===== src/rtl/bb3_pkg.sv =====
// Shared types and constants for the 3x3 RGB box blur.
// Used by every module of the block; no dependencies.
package bb3_pkg;

  localparam int MaxWidth  = 1024;
  localparam int MaxHeight = 1024;
  localparam int ColW      = $clog2(MaxWidth);
  localparam int RowW      = $clog2(MaxHeight);
  localparam int PixW      = 8;
  localparam int Channels  = 3;
  localparam int Taps      = 9;
  localparam int WinRows   = 3;
  localparam int WinCols   = 2;
  localparam int SumW      = $clog2(Taps * ((1 << PixW) - 1) + 1);

  // mean = (sum * TapRecip) >> DivShift, exact for every sum below 2^SumW
  localparam int DivShift  = 16;
  localparam int TapRecip  = ((1 << DivShift) + Taps - 1) / Taps;
  localparam int RecipW    = $clog2(TapRecip + 1);
  localparam int ProdW     = SumW + RecipW;

  localparam int FrameRegW     = 11;
  localparam int MinSize       = 3;
  localparam int FrameWidthRst  = 640;
  localparam int FrameHeightRst = 480;
  localparam int WCmpW = (ColW + 1 > FrameRegW) ? ColW + 1 : FrameRegW;
  localparam int HCmpW = (RowW + 1 > FrameRegW) ? RowW + 1 : FrameRegW;
  localparam int OutPosW = 10;
  localparam int CfgIdxW = 1;

  typedef enum logic [CfgIdxW-1:0] {
    RegFrameWidth  = 1'b0,
    RegFrameHeight = 1'b1
  } cfg_reg_e;

  // channel 0 red, 1 green, 2 blue
  typedef logic [Channels-1:0][PixW-1:0] rgb_t;
  // one 3-pixel window column of a single channel, index 0 topmost
  typedef logic [WinRows-1:0][PixW-1:0] col_t;
  typedef col_t [WinCols-1:0] win_t;

  typedef struct packed {
    rgb_t older;
    rgb_t newer;
  } entry_t;

  typedef struct packed {
    logic            valid;
    logic [RowW-1:0] row;
    logic [ColW-1:0] col;
  } pos_t;

  typedef struct packed {
    logic en;
    logic shift;
  } lane_ctl_t;

endpackage


===== src/rtl/bb3_lane.sv =====
// One color channel: 3x2 window history, nine-tap sum and divide by nine.
// Depends on bb3_pkg.
module bb3_lane (
  input  logic                     clk_i,
  input  logic                     rst_ni,
  input  bb3_pkg::lane_ctl_t       ctl_i,
  input  bb3_pkg::col_t            col_i,
  output logic [bb3_pkg::PixW-1:0] mean_o
);

  bb3_pkg::win_t                   win_q;
  logic [bb3_pkg::SumW-1:0]        sum_d;
  logic [bb3_pkg::SumW-1:0]        sum_q;
  logic [bb3_pkg::ProdW-1:0]       prod;

  always_comb begin
    sum_d = '0;
    for (int k = 0; k < bb3_pkg::WinCols; k++) begin
      for (int i = 0; i < bb3_pkg::WinRows; i++) begin
        sum_d = sum_d + bb3_pkg::SumW'(win_q[k][i]);
      end
    end
    for (int i = 0; i < bb3_pkg::WinRows; i++) begin
      sum_d = sum_d + bb3_pkg::SumW'(col_i[i]);
    end
  end

  always_ff @(posedge clk_i or negedge rst_ni) begin
    if (!rst_ni) begin
      win_q <= '0;
    end else if (ctl_i.shift) begin
      win_q[0] <= win_q[1];
      win_q[1] <= col_i;
    end
  end

  always_ff @(posedge clk_i) begin
    if (ctl_i.en) begin
      sum_q <= sum_d;
    end
  end

  assign prod   = bb3_pkg::ProdW'(sum_q) * bb3_pkg::ProdW'(bb3_pkg::TapRecip);
  assign mean_o = prod[bb3_pkg::DivShift +: bb3_pkg::PixW];

endmodule


===== config.mk =====
export PLATFORM = sky130hd
export DESIGN_NAME = bb3_lane
export DESIGN_NICKNAME = d
export VERILOG_FILES = /design/src/rtl/bb3_pkg.sv /design/src/rtl/bb3_lane.sv
export SDC_FILE = /design/constraint.sdc
export NUM_CORES = 1
export LEC_CHECK = 0
export ABC_AREA = 1
export BUFFER_PORTS_ARGS = -buffer_cell sky130_fd_sc_hd__clkbuf_2
export CORE_UTILIZATION = 50
export DETAILED_ROUTE_END_ITERATION = 16
export GPL_ROUTABILITY_DRIVEN = 0
export GPL_TIMING_DRIVEN = 0
export HOLD_SLACK_MARGIN = 0.06
export PLACE_DENSITY = 0.7
export SLEW_MARGIN = 20
export SYNTH_ARGS = -nofsm -noshare
export SYNTH_HDL_FRONTEND = slang
export SYNTH_SLANG_ARGS = --single-unit

===== constraint.sdc =====
create_clock -name clk_i -period 4.08 [get_ports clk_i]
set_clock_uncertainty 0.05 [all_clocks]
set_input_delay 0.408 -clock clk_i [delete_from_list [all_inputs] [get_ports clk_i]]
set_output_delay 0.408 -clock clk_i [all_outputs]
set_load 0.03 [all_outputs]

After elaboration in Yosys (flattened, before gate mapping)
Cells that the tools add are included.
{"block": "word_totals", "wordCells": 16, "regBits": 60, "output_inout_bits": 8, "in_bits": 28}
{"block": "classes", "mul": 1, "addsub": 8}
{"op": "$add 12x8->12", "n": 4}
{"op": "$mul 12x12->23 const B", "n": 1}
{"op": "$add 11x8->12", "n": 1}
{"op": "$add 10x8->11", "n": 1}
{"op": "$add 9x8->10", "n": 1}
{"op": "$add 8x8->9", "n": 1}

Depth between registers and ports, before layout
{"block": "depth", "depth_word": 8, "depth_mapped": 21, "mapped_depth_nobuf": 20}

Worst setup path after synthesis
Ideal clock, no wire load.
{"block": "synth_path", "path_type": "reg-to-output", "from": "register sum_q[7] (netlist name)", "to": "output mean_o[7] (netlist name)", "setup_slack_ns": -0.451, "t_required_ns": 3.622, "arrival_ns": 4.073, "path_buffers": 1, "path_stages_with_launch": 20, "path_cell_list": "edfxtp_1 fa_1 ha_1 inv_1 fa_1 inv_1 fa_1 inv_1 fa_1 inv_1 ha_1 nand2_1 inv_1 a21boi_1 nand2_1 nand2_1 nand3_1 nand2_1 nand2_1 buf_4"}
{"block": "synth_via", "elab_chain_len": 1}
{"element": "start: declaration", "line": "bb3_lane.sv:13", "rtl": "logic [bb3_pkg::SumW-1:0] sum_q;"}
{"element": "start signal: assignment", "line": "bb3_lane.sv:39", "rtl": "sum_q <= sum_d;"}
{"element": "$mul 12x12->23", "line": "bb3_lane.sv:43", "rtl": "assign prod = bb3_pkg::ProdW'(sum_q) * bb3_pkg::ProdW'(bb3_pkg::TapRecip);"}
{"element": "end: declaration", "line": "bb3_lane.sv:8", "rtl": "output logic [bb3_pkg::PixW-1:0] mean_o"}
Every way passes these cells.

Worst setup path in the final report
{"block": "layout_path", "from": "register sum_q[1] (netlist name)", "to": "output mean_o[2] (netlist name)"}
The elaborated chain is that of the path after synthesis.

==> summary.md <==
The worst setup path is of the flop to output port kind. The tools report the total routed wirelength as 12490 um. In the routed layout, each cell is associated on average with a via count of 5.159.

Subtracting the final worst setup slack from the clock period gives 4781 ps. The fraction of synthesized cell area taken by the top area cell type came out at 26.92%. Relative to the synthesized area, the layout overhead comes to 20.43%. The number of hold buffers added after CTS was 0.

The logs give 9977 um for the detailed placer's ending HPWL and 0.01280 mm^2 for the area enclosed by the die boundary. Clock-pin slew was measured on the worst setup and hold paths at 50 ps. The total global routing track utilization is 21.08%, and the initial antenna violation count is 0.

The pin count of the biggest net entering global routing came out at 49. The TritonCTS buffer count is 9, and the number of warnings issued by yosys is 0. For this run, global-route usage on met3 was measured as 3.642%. The tools report the launching element of the worst setup path as sum_q[1]. At the worst endpoint, the required time is 3620 ps. The clock root buffer is clkbuf_16. Number of vias in the routed layout: 4303. TritonCTS built the clock tree.

The tools report the number of routed nets with antenna violations as 0. In the layout the commonest cells are inv_1 (129), fa_1 (80), ha_1 (60). In the finished design, the share of the clock period the worst path needs comes to 117.2%. The netlist uses 35 different library cells. In the synthesized netlist the dominant register cell turns out to be dfrtp_1. Largest driver fanout on the critical path: 4. The tools report the number of max-slew violations in the final report as 0. The tools report the maximum clock insertion buffer count as 2. The horizontal extent of the die was 113.1 um. A synthesized cell averages 9.862 um^2. Biggest area consumer among synthesized cells: fa_1. The run gives 0.2092 GHz as the highest achievable clock rate. The later pin in the worst-skew pair is clocked with a latency of 330 ps. In the routed design, unresolved DRC markers number 0. The met1 routing resource usage after global routing was 28.91%; the area of the mapped netlist was 0.006173 mm^2. Cells fill 61.90% of the core in the end. By area the synthesized netlist is led by fa_1 (27%), dfrtp_1 (19%), ha_1 (16%), inv_1 (8.5%), edfxtp_1 (5.8%). The type of destination of the critical path was an output port.

After global routing the overflow that remains totals 0. The worst pin sits at a relative slew slack of 55.29%. Counting flops with an async set or reset pin after synthesis yields a share of 80.00%. Setup repair after global routing could not meet its margin everywhere. The number of global-route vias before repair is 4368, and the wire length of the first global-routing pass is 20890 um. The flip-flop and latch count after synthesis was 60; the number of filler cells placed in the layout was 947.

The gate count after technology mapping is 626, and the standard-cell row count is 40. Leaving out fill and tap cells, the most frequent cell in the layout is inv_1. The tools report the core box area as 0.01201 mm^2. The synthesized netlist net count is 817, and the number of port buffers is 34.

The run gives -701.2 ps as the post-route worst setup slack. In the final routed layout, each cell accounts on average for 14.98 um. In this run the worst hold path is classified as primary input to asynchronous set/reset pin. The logs give 60 for the clock sink count and 8 for the count of final setup violators.

Of the cells placed in the final design, the portion with a size suffix greater than 1 is 25.91%. The run gives 25.29% as the sequential area share after synthesis. For the number of hold-slack violations in the final timing report, the log shows 0. For the pin with the worst max-slew slack, the measured transition is 670.6 ps. The worst reg2reg path startpoint is win_q[10]. The run finished, with violations left. The final layout contains 873 nets. The die is 113.1 um tall. The logs give 51.40% for the initial core utilization and 156 for the violation count after the first detailed-routing iteration. The final antenna diode count is 0, and the number of max-cap violations is 0. The run gives 36 as the I/O pin count.

The first TritonRoute pass finished after 4 iterations. The synthesized design contains 12 enable-type register cells. Data on the critical path arrives at its endpoint at 4320 ps.

The layer flagged by global routing as most heavily used is met2. The tools report the sort of element at the start of the critical path as a flop. The logs give 3 for the H-tree depth and 34.85% for the met2 routing resource usage after global routing. The final reports fail on negative setup slack.
-- critical path, stage by stage, from the launching register on --
cell	delay [ps]
edfxtp_1	460
fa_2	540
ha_4	300
inv_2	30
fa_1	520
inv_2	40
fa_1	470
inv_1	50
fa_1	490
inv_2	50
ha_4	330
nand3_1	130
nand2_2	110
a21oi_2	50
nand2_1	80
xor2_1	170
clkbuf_8	180
-- repair_timing --
item | 4_1_cts | 5_1_grt
resized for setup | 38 | 57
endpoints found under the hold margin | 0 | 0
setup buffers | 13 | 5
setup endpoints to repair | 9 | 11
pin swaps | 39 | 50
-- flip-flops by register name (all words and copies together) (netlist names) --
signal and flops:
sum_q 12, win_q 48
-- cells in the mapped netlist (5+ instances only) --
| cell type | n |
|---|---|
| a21oi_1 | 47 |
| mux2_2 | 18 |
| dfrtp_1 | 48 |
| edfxtp_1 | 12 |
| inv_1 | 139 |
| nor2_1 | 41 |
| xor2_1 | 9 |
| buf_2 | 5 |
| buf_4 | 8 |
| o21ai_0 | 7 |
| nand3_1 | 15 |
| nand4_1 | 5 |
| nand2_1 | 70 |
| fa_1 | 83 |
| ha_1 | 80 |
-- stage by stage --
stage	hold WS (ps)	instance area, um^2	TNS, ps	std cells	setup slack, ps
6_report	71.79	7435	-5350	834	-701.2
4_1_cts	96.93	7127	-6097	829	-808.3
3_5_place_dp	452.0	6628	-4932	807	-576.4
2_1_floorplan	62.41	6271	-1013	626	-191.1
5_1_grt	124.0	7435	-6622	834	-859.2
3_3_place_gp	463.3	6625	-4436	807	-529.4
-- cells by family after synthesis --
logic type      synth area share [%]
xor+xnor                       1.561
simple gates                   9.972
compound gates                 6.506
buf+inv                        10.26
mux                            3.283
flops                          25.29
fa+ha+maj                      43.13
-- worst paths after layout --
path / end / slack [ps] / depth (start not counted)
max in group asynchronous: win_q[6] / 3440 / 1
max: mean_o[2] / -700 / 16
min: win_q[24] / 70 / 1
min in group clk_i: win_q[40] / 270 / 3
min reg2reg: win_q[22] / 480 / 1
max reg2reg: sum_q[8] / 130 / 14
-- routing by layer --
metal  routed length (um)  vias to the layer above
met5                    0                        -
met1                 5371                     2135
met3                  607                       18
met4                  172                        0
li1                     -                     2073
met2                 6343                       77
-- final cells by class --
| cell class | count | area [um^2] | share of cell area (%) |
|---|---|---|---|
| Buffer | 10 | 47.55 | 0.6395 |
| Clock buffer | 13 | 292.8 | 3.938 |
| Clock inverter | 3 | 15.01 | 0.2020 |
| Inverter | 142 | 533.0 | 7.169 |
| Multi-Input combinational cell | 407 | 4418 | 59.42 |
| Sequential cell | 60 | 1562 | 21.00 |
| Tap cell | 147 | 183.9 | 2.474 |
| Timing Repair Buffer | 52 | 382.9 | 5.150 |
Power is left out: the tool's default activity adds up to more than one toggle a clock period on the data nets, which glitch-free logic cannot reach.
