<file path="src/rtl/bb3_pkg.sv">
// Shared types and constants for the 3x3 RGB box blur.
// Used by every module of the block; no dependencies.
package bb3_pkg;

  localparam int MaxWidth  = 1024;
  localparam int MaxHeight = 1024;
  localparam int ColW      = $clog2(MaxWidth);
  localparam int RowW      = $clog2(MaxHeight);
  localparam int PixW      = 8;
  localparam int Channels  = 3;
  localparam int Taps      = 9;
  localparam int WinRows   = 3;
  localparam int WinCols   = 2;
  localparam int SumW      = $clog2(Taps * ((1 << PixW) - 1) + 1);

  // mean = (sum * TapRecip) >> DivShift, exact for every sum below 2^SumW
  localparam int DivShift  = 16;
  localparam int TapRecip  = ((1 << DivShift) + Taps - 1) / Taps;
  localparam int RecipW    = $clog2(TapRecip + 1);
  localparam int ProdW     = SumW + RecipW;

  localparam int FrameRegW     = 11;
  localparam int MinSize       = 3;
  localparam int FrameWidthRst  = 640;
  localparam int FrameHeightRst = 480;
  localparam int WCmpW = (ColW + 1 > FrameRegW) ? ColW + 1 : FrameRegW;
  localparam int HCmpW = (RowW + 1 > FrameRegW) ? RowW + 1 : FrameRegW;
  localparam int OutPosW = 10;
  localparam int CfgIdxW = 1;

  typedef enum logic [CfgIdxW-1:0] {
    RegFrameWidth  = 1'b0,
    RegFrameHeight = 1'b1
  } cfg_reg_e;

  // channel 0 red, 1 green, 2 blue
  typedef logic [Channels-1:0][PixW-1:0] rgb_t;
  // one 3-pixel window column of a single channel, index 0 topmost
  typedef logic [WinRows-1:0][PixW-1:0] col_t;
  typedef col_t [WinCols-1:0] win_t;

  typedef struct packed {
    rgb_t older;
    rgb_t newer;
  } entry_t;

  typedef struct packed {
    logic            valid;
    logic [RowW-1:0] row;
    logic [ColW-1:0] col;
  } pos_t;

  typedef struct packed {
    logic en;
    logic shift;
  } lane_ctl_t;

endpackage

</file>
<file path="src/rtl/bb3_merge.sv">
// Output register: joins the three lane means with the center position.
// Depends on bb3_pkg.
module bb3_merge (
  input  logic                        clk_i,
  input  logic                        rst_ni,
  input  logic                        en_i,
  input  bb3_pkg::pos_t               pos_i,
  input  bb3_pkg::rgb_t               mean_i,
  output logic                        valid_o,
  output logic [bb3_pkg::OutPosW-1:0] row_o,
  output logic [bb3_pkg::OutPosW-1:0] col_o,
  output bb3_pkg::rgb_t               mean_o
);

  logic                        valid_q;
  logic [bb3_pkg::OutPosW-1:0] row_q;
  logic [bb3_pkg::OutPosW-1:0] col_q;
  bb3_pkg::rgb_t               mean_q;

  always_ff @(posedge clk_i or negedge rst_ni) begin
    if (!rst_ni) begin
      valid_q <= 1'b0;
    end else if (en_i) begin
      valid_q <= pos_i.valid;
    end
  end

  // window center sits one row up and one column left of the newest pixel
  always_ff @(posedge clk_i) begin
    if (en_i) begin
      row_q  <= bb3_pkg::OutPosW'(pos_i.row - bb3_pkg::RowW'(1));
      col_q  <= bb3_pkg::OutPosW'(pos_i.col - bb3_pkg::ColW'(1));
      mean_q <= mean_i;
    end
  end

  assign valid_o = valid_q;
  assign row_o   = row_q;
  assign col_o   = col_q;
  assign mean_o  = mean_q;

endmodule

</file>
<file path="config.mk">
export PLATFORM = sky130hd
export DESIGN_NAME = bb3_merge
export DESIGN_NICKNAME = d
export VERILOG_FILES = /design/src/rtl/bb3_pkg.sv /design/src/rtl/bb3_merge.sv
export SDC_FILE = /design/constraint.sdc
export NUM_CORES = 1
export LEC_CHECK = 0
export BUFFER_PORTS_ARGS = -buffer_cell sky130_fd_sc_hd__buf_2
export CAP_MARGIN = 0
export CELL_PAD_IN_SITES_DETAIL_PLACEMENT = 1
export CELL_PAD_IN_SITES_GLOBAL_PLACEMENT = 1
export CORE_ASPECT_RATIO = 0.75
export CORE_MARGIN = 4
export CORE_UTILIZATION = 37
export DETAILED_ROUTE_END_ITERATION = 8
export PLACE_DENSITY_LB_ADDON = 0.1
export SKIP_LAST_GASP = 1
export SYNTH_ARGS = -nofsm -noshare
export SYNTH_HDL_FRONTEND = slang
export SYNTH_SLANG_ARGS = --single-unit
</file>
<file path="constraint.sdc">
create_clock -name clk_i -period 1.31 [get_ports clk_i]
set_input_delay 0.0655 -clock clk_i [delete_from_list [all_inputs] [get_ports clk_i]]
set_output_delay 0.0655 -clock clk_i [all_outputs]
set_load 0.005 [all_outputs]
</file>
After elaboration in Yosys (flattened, before gate mapping)
Cells that the tools add are included.
W data, S select, Z words.

storage, ports and cells
  register bits after elaboration = 45
  input port bits = 48
  logic and storage cells = 8

cells by class
  $add $sub $neg = 2

operators with widths
  cell                     count
  $sub A10 B1 Y10 const B  2

Depth between registers and ports, before layout
  depth after elaboration = 1
  mapped depth = 4
  depth with buffers taken out = 4

Worst setup path before layout
Ideal clock, no wire load.

  path type = input to register
  start = input pos_i[15] (netlist bit)
  end = register row_q, in the netlist row_o[9] (data pin)
  stages on the path = 3
  library setup time = 0.258 ns
  buffers on the path = 0
  arrival time = 0.619 ns
  slack = 0.433 ns
  data required time = 1.052 ns
  cells stage by stage = nor4_4 -> nand3_1 -> xnor2_1

on the way
  longest elaborated chain between the ends = 1

RTL lines
  what                  RTL line         RTL
  from (decl)           bb3_merge.sv:7   input bb3_pkg::pos_t pos_i,
  $sub A10 B1 Y10       bb3_merge.sv:31  row_q <= bb3_pkg::OutPosW'(pos_i.row - bb3_pkg::RowW'(1));
  to (signal assigned)  bb3_merge.sv:31
  to (decl)             bb3_merge.sv:16  logic [bb3_pkg::OutPosW-1:0] row_q;

Every way passes these cells.
A chain may end at the register's enable or synchronous reset.

Final worst setup path
  start = register mean_q, in the netlist mean_o[1]
  end = output mean_o[1] (netlist bit)

RTL lines
  what                    RTL line         RTL
  from (decl)             bb3_merge.sv:18  bb3_pkg::rgb_t mean_q;
  from (signal assigned)  bb3_merge.sv:33  mean_q <= mean_i;
  to (decl)               bb3_merge.sv:12  output bb3_pkg::rgb_t mean_o

No word-level cell between the ends.

==> implementation parameters <==
Parameter                              Value

Run status
  Run status ... completed

Logic synthesis
  Gate count of the mapped netlist ... 94
  Synthesized Nets ... 144
  Register bit count reported by yosys ... 45
  Average footprint of a synthesized cell ... 18.0 sq um
  Number of distinct standard cells referenced by the synthesized netlist ... 17
  Total standard cell area after synthesis ... 1690 sq um
  Register area share after synthesis ... 79.5%
  Warnings, synthesis ... 0

STA
  Relative max-transition margin ... 78.0%
  Final Hold Fails ... 0
  Top achievable clock speed ... 1120 MHz
  Fin Clk Skew ... 0 ns
  Final number of setup-violating endpoints ... 0
  Final period util ... 68.3%
  Unrepaired setup endpoints after global routing ... no
  Min cycle time layout ... 0.895 ns
  Max-slew violation count ... 0
  Final total negative setup slack ... 0 ns
  Measured slew at the worst slew-check pin ... 0.329 ns

Detailed routing
  Ratio of routed vias to standard cells ... 4.47
  Wirelength per Cell ... 16.2 microns
  Drt initial violations ... 55
  Final routed DRC violation total ... 0
  Vias ... 1,246
  Number of nets still failing antenna checks after routing ... 0
  TritonRoute pass-1 iters ... 2
  Detailed Route WL ... 4520 microns

Clock tree
  CTS clk-pin slew, worst paths ... 0.09 ns
  Clock insertion delay at the later pin of the skew report ... 0.28 ns
  Resized cells post-CTS ... 0
  Clock tree from TritonCTS ... yes
  H-tree depth ... 2
  Number of setup buffers added after CTS ... 0
  Number of buffers inserted during clock tree synthesis ... 5
  Maximum buffer depth of the clock tree ... 2
  Clk Tree Root Cell ... sky130_fd_sc_hd__clkbuf_8
  Clock Sinks ... 45

GRT
  Initial antenna violation count ... 0
  Tot GR Track Use ... 15.9%
  Pin count of the biggest net entering global routing ... 25
  Grt ovf ... 0
  Global-route wire length before repair ... 6640 microns
  Vias in the first global route ... 1,275

Layout
  Final #Nets ... 271
  Total area of multi-input combinational cells ... 325 sq um
  Share of post-route cells with drive strength above 1 ... 47.7%
  Register area ... 1350 sq um
  Leading cell types in the layout, fill and taps excluded ... sky130_fd_sc_hd__buf_2, sky130_fd_sc_hd__edfxtp_1, sky130_fd_sc_hd__dlygate4sd3_1, sky130_fd_sc_hd__xnor2_1, sky130_fd_sc_hd__inv_1
  Final-layout fill cell count ... 474
  Most frequent standard cell in the layout excluding fill and tap cells ... sky130_fd_sc_hd__buf_2
  Area delta synth->final ... 55.7%
  Ant diodes ... 0
  Cell area after layout ... 2640 sq um

Setup path
  CP required ... 1.24 ns
  Class of the most critical setup path ... register to output pin
  CP delay by family, top ... flip-flops
  Total buffers and inverters traversed by the critical path ... 1
  Maximum cell stage delay along the critical path ... 0.39 ns
  Critical path cell sequence ... buf_2
  Setup slack, reg-to-reg ... 0.56 ns
  Launch instance of the worst register-to-register path ... valid_o$_DFFE_PN0P_
  Arrival time at the worst endpoint ... 0.83 ns
  Slowest cell on the critical path ... sky130_fd_sc_hd__edfxtp_1
  Critical path startpoint category ... register
  Largest fanout on the critical path ... 1
  R2r endpoint ... valid_o$_DFFE_PN0P_
  Path depth of the worst reg2reg path ... 1
  Critical Path Sink Type ... output pin

Die
  Initial cell density of the core ... 38.2%
  Row count ... 21
  Top-Level Pins ... 93
  Die Ht ... 66.6 microns
  Die ar. ... 5740 sq um
  Die span in x ... 86.1 microns
  Core footprint ... 4440 sq um

Power
  Switching power total ... 0.000675 W
  Internal power ... 0.00251 W
  Combinational cell fraction of total power ... 12.7%
  Leak pwr ... 1.12 nW
  Areal power density over the cells ... 1210 nW/um^2
  Fraction of power consumed by the clock network ... 32.4%
  Max rail drop VDD ... 0.691 mV
  Flop pwr share ... 54.8%
  Switching Share ... 21.2%

Placement
  Post-DP Area ... 2270 sq um
  Routability cong. ... 0.767
  Port bufs ... 92
  HPWL after detailed placement ... 3130 microns

Worst hold path
  Worst hold path startpoint ... pos_i[0]
  Hold path cells ... 2
  Hold Path End ... col_o[0]$_DFFE_PP_
  Path class of the lowest-slack min-delay path ... input port to register

Flow run
  Number of violations of the max-capacitance limit ... 0
## cell families after synthesis
group	Yosys count	synth area share [%]
flops	45	79.5
buf+inv	6	1.33
xor+xnor	16	8.27
simple gates	24	8.79
mux	1	0.665
fa+ha+maj	2	1.48
## repair_timing
action,in CTS,in global routing
hold buffers,25,1
setup endpoints to repair,0,0
endpoints found under the hold margin,25,1
## cell type report
| cell class | instances | area share, % |
|---|---|---|
| Sequential cell | 45 | 51.0 |
| Timing Repair Buffer | 120 | 28.8 |
| Multi-Input combinational cell | 43 | 12.3 |
| Clock buffer | 6 | 2.75 |
| Tap cell | 57 | 2.70 |
| Clock inverter | 2 | 1.47 |
| Inverter | 6 | 0.854 |
## routing by layer
metal	vias up	share of wire [%]	GRT usage, %
li1	598	-	-
met5	-	0	0
met3	4	9.5	4.70
met4	0	0.64	5.34
met1	587	39	17.8
met2	57	51	29.0
## metrics by stage
| stage | hold slack (ns) | cells | util [%] | power (W) | setup slack [ns] |
|---|---|---|---|---|---|
| after floorplan | -0.230 | 94 | - | 0.00185 | 0.433 |
| after global placement | -0.159 | 245 | 51.0 | 0.00210 | 0.256 |
| after detailed placement | -0.159 | 245 | 51.0 | 0.00212 | 0.215 |
| after CTS | 0.00694 | 278 | 59.2 | 0.00322 | 0.405 |
| after global routing | 0.0500 | 279 | 59.4 | 0.00334 | 0.371 |
| final | 0.0590 | 279 | 59.4 | 0.00318 | 0.415 |
## sequential cells by signal, indices dropped and copies added, names as in the netlist
name	cells
col_o	10
mean_o	24
row_o	10
valid_o	1
## worst max path at each step
| stage | from | end | cells after the start |
|---|---|---|---|
| CTS | col_o[4]$_DFFE_PP_ | col_o[4] | 1 |
| detailed placement | pos_i[15] | row_o[9]$_DFFE_PP_ | 4 |
| global route | mean_o[1]$_DFFE_PP_ | mean_o[1] | 1 |
| global placement | pos_i[15] | row_o[9]$_DFFE_PP_ | 4 |
| finish | mean_o[1]$_DFFE_PP_ | mean_o[1] | 1 |
| floorplan | pos_i[15] | row_o[9]$_DFFE_PP_ | 3 |
## Yosys cell counts
cell,n,area [sq um]
sky130_fd_sc_hd__nand3b_1,1,7.51
sky130_fd_sc_hd__nor3b_2,1,12.5
sky130_fd_sc_hd__nor2_1,5,18.8
sky130_fd_sc_hd__nor3_1,3,15.0
sky130_fd_sc_hd__nand2_1,5,18.8
sky130_fd_sc_hd__mux2_2,1,11.3
sky130_fd_sc_hd__xor2_1,5,43.8
sky130_fd_sc_hd__xnor2_1,11,96.3
sky130_fd_sc_hd__nand4b_1,1,8.76
sky130_fd_sc_hd__inv_1,6,22.5
sky130_fd_sc_hd__nor4_4,1,21.3
sky130_fd_sc_hd__nor4_1,1,6.26
sky130_fd_sc_hd__ha_1,2,25.0
sky130_fd_sc_hd__dfrtp_1,1,25.0
sky130_fd_sc_hd__nand3_1,4,20.0
sky130_fd_sc_hd__nor3_2,2,20.0
sky130_fd_sc_hd__edfxtp_1,44,1320
## power groups by stage
| stage | combinational, W | clock, W | sequential, W |
|---|---|---|---|
| floorplan | 0.0000560 | 0 | 0.00180 |
| finish | 0.000406 | 0.00103 | 0.00175 |
| global route | 0.000445 | 0.00113 | 0.00176 |
| global placement | 0.000332 | 0 | 0.00177 |
| detailed placement | 0.000343 | 0 | 0.00178 |
| CTS | 0.000404 | 0.00107 | 0.00174 |
Note: power is estimated with default switching activity, not from simulation.
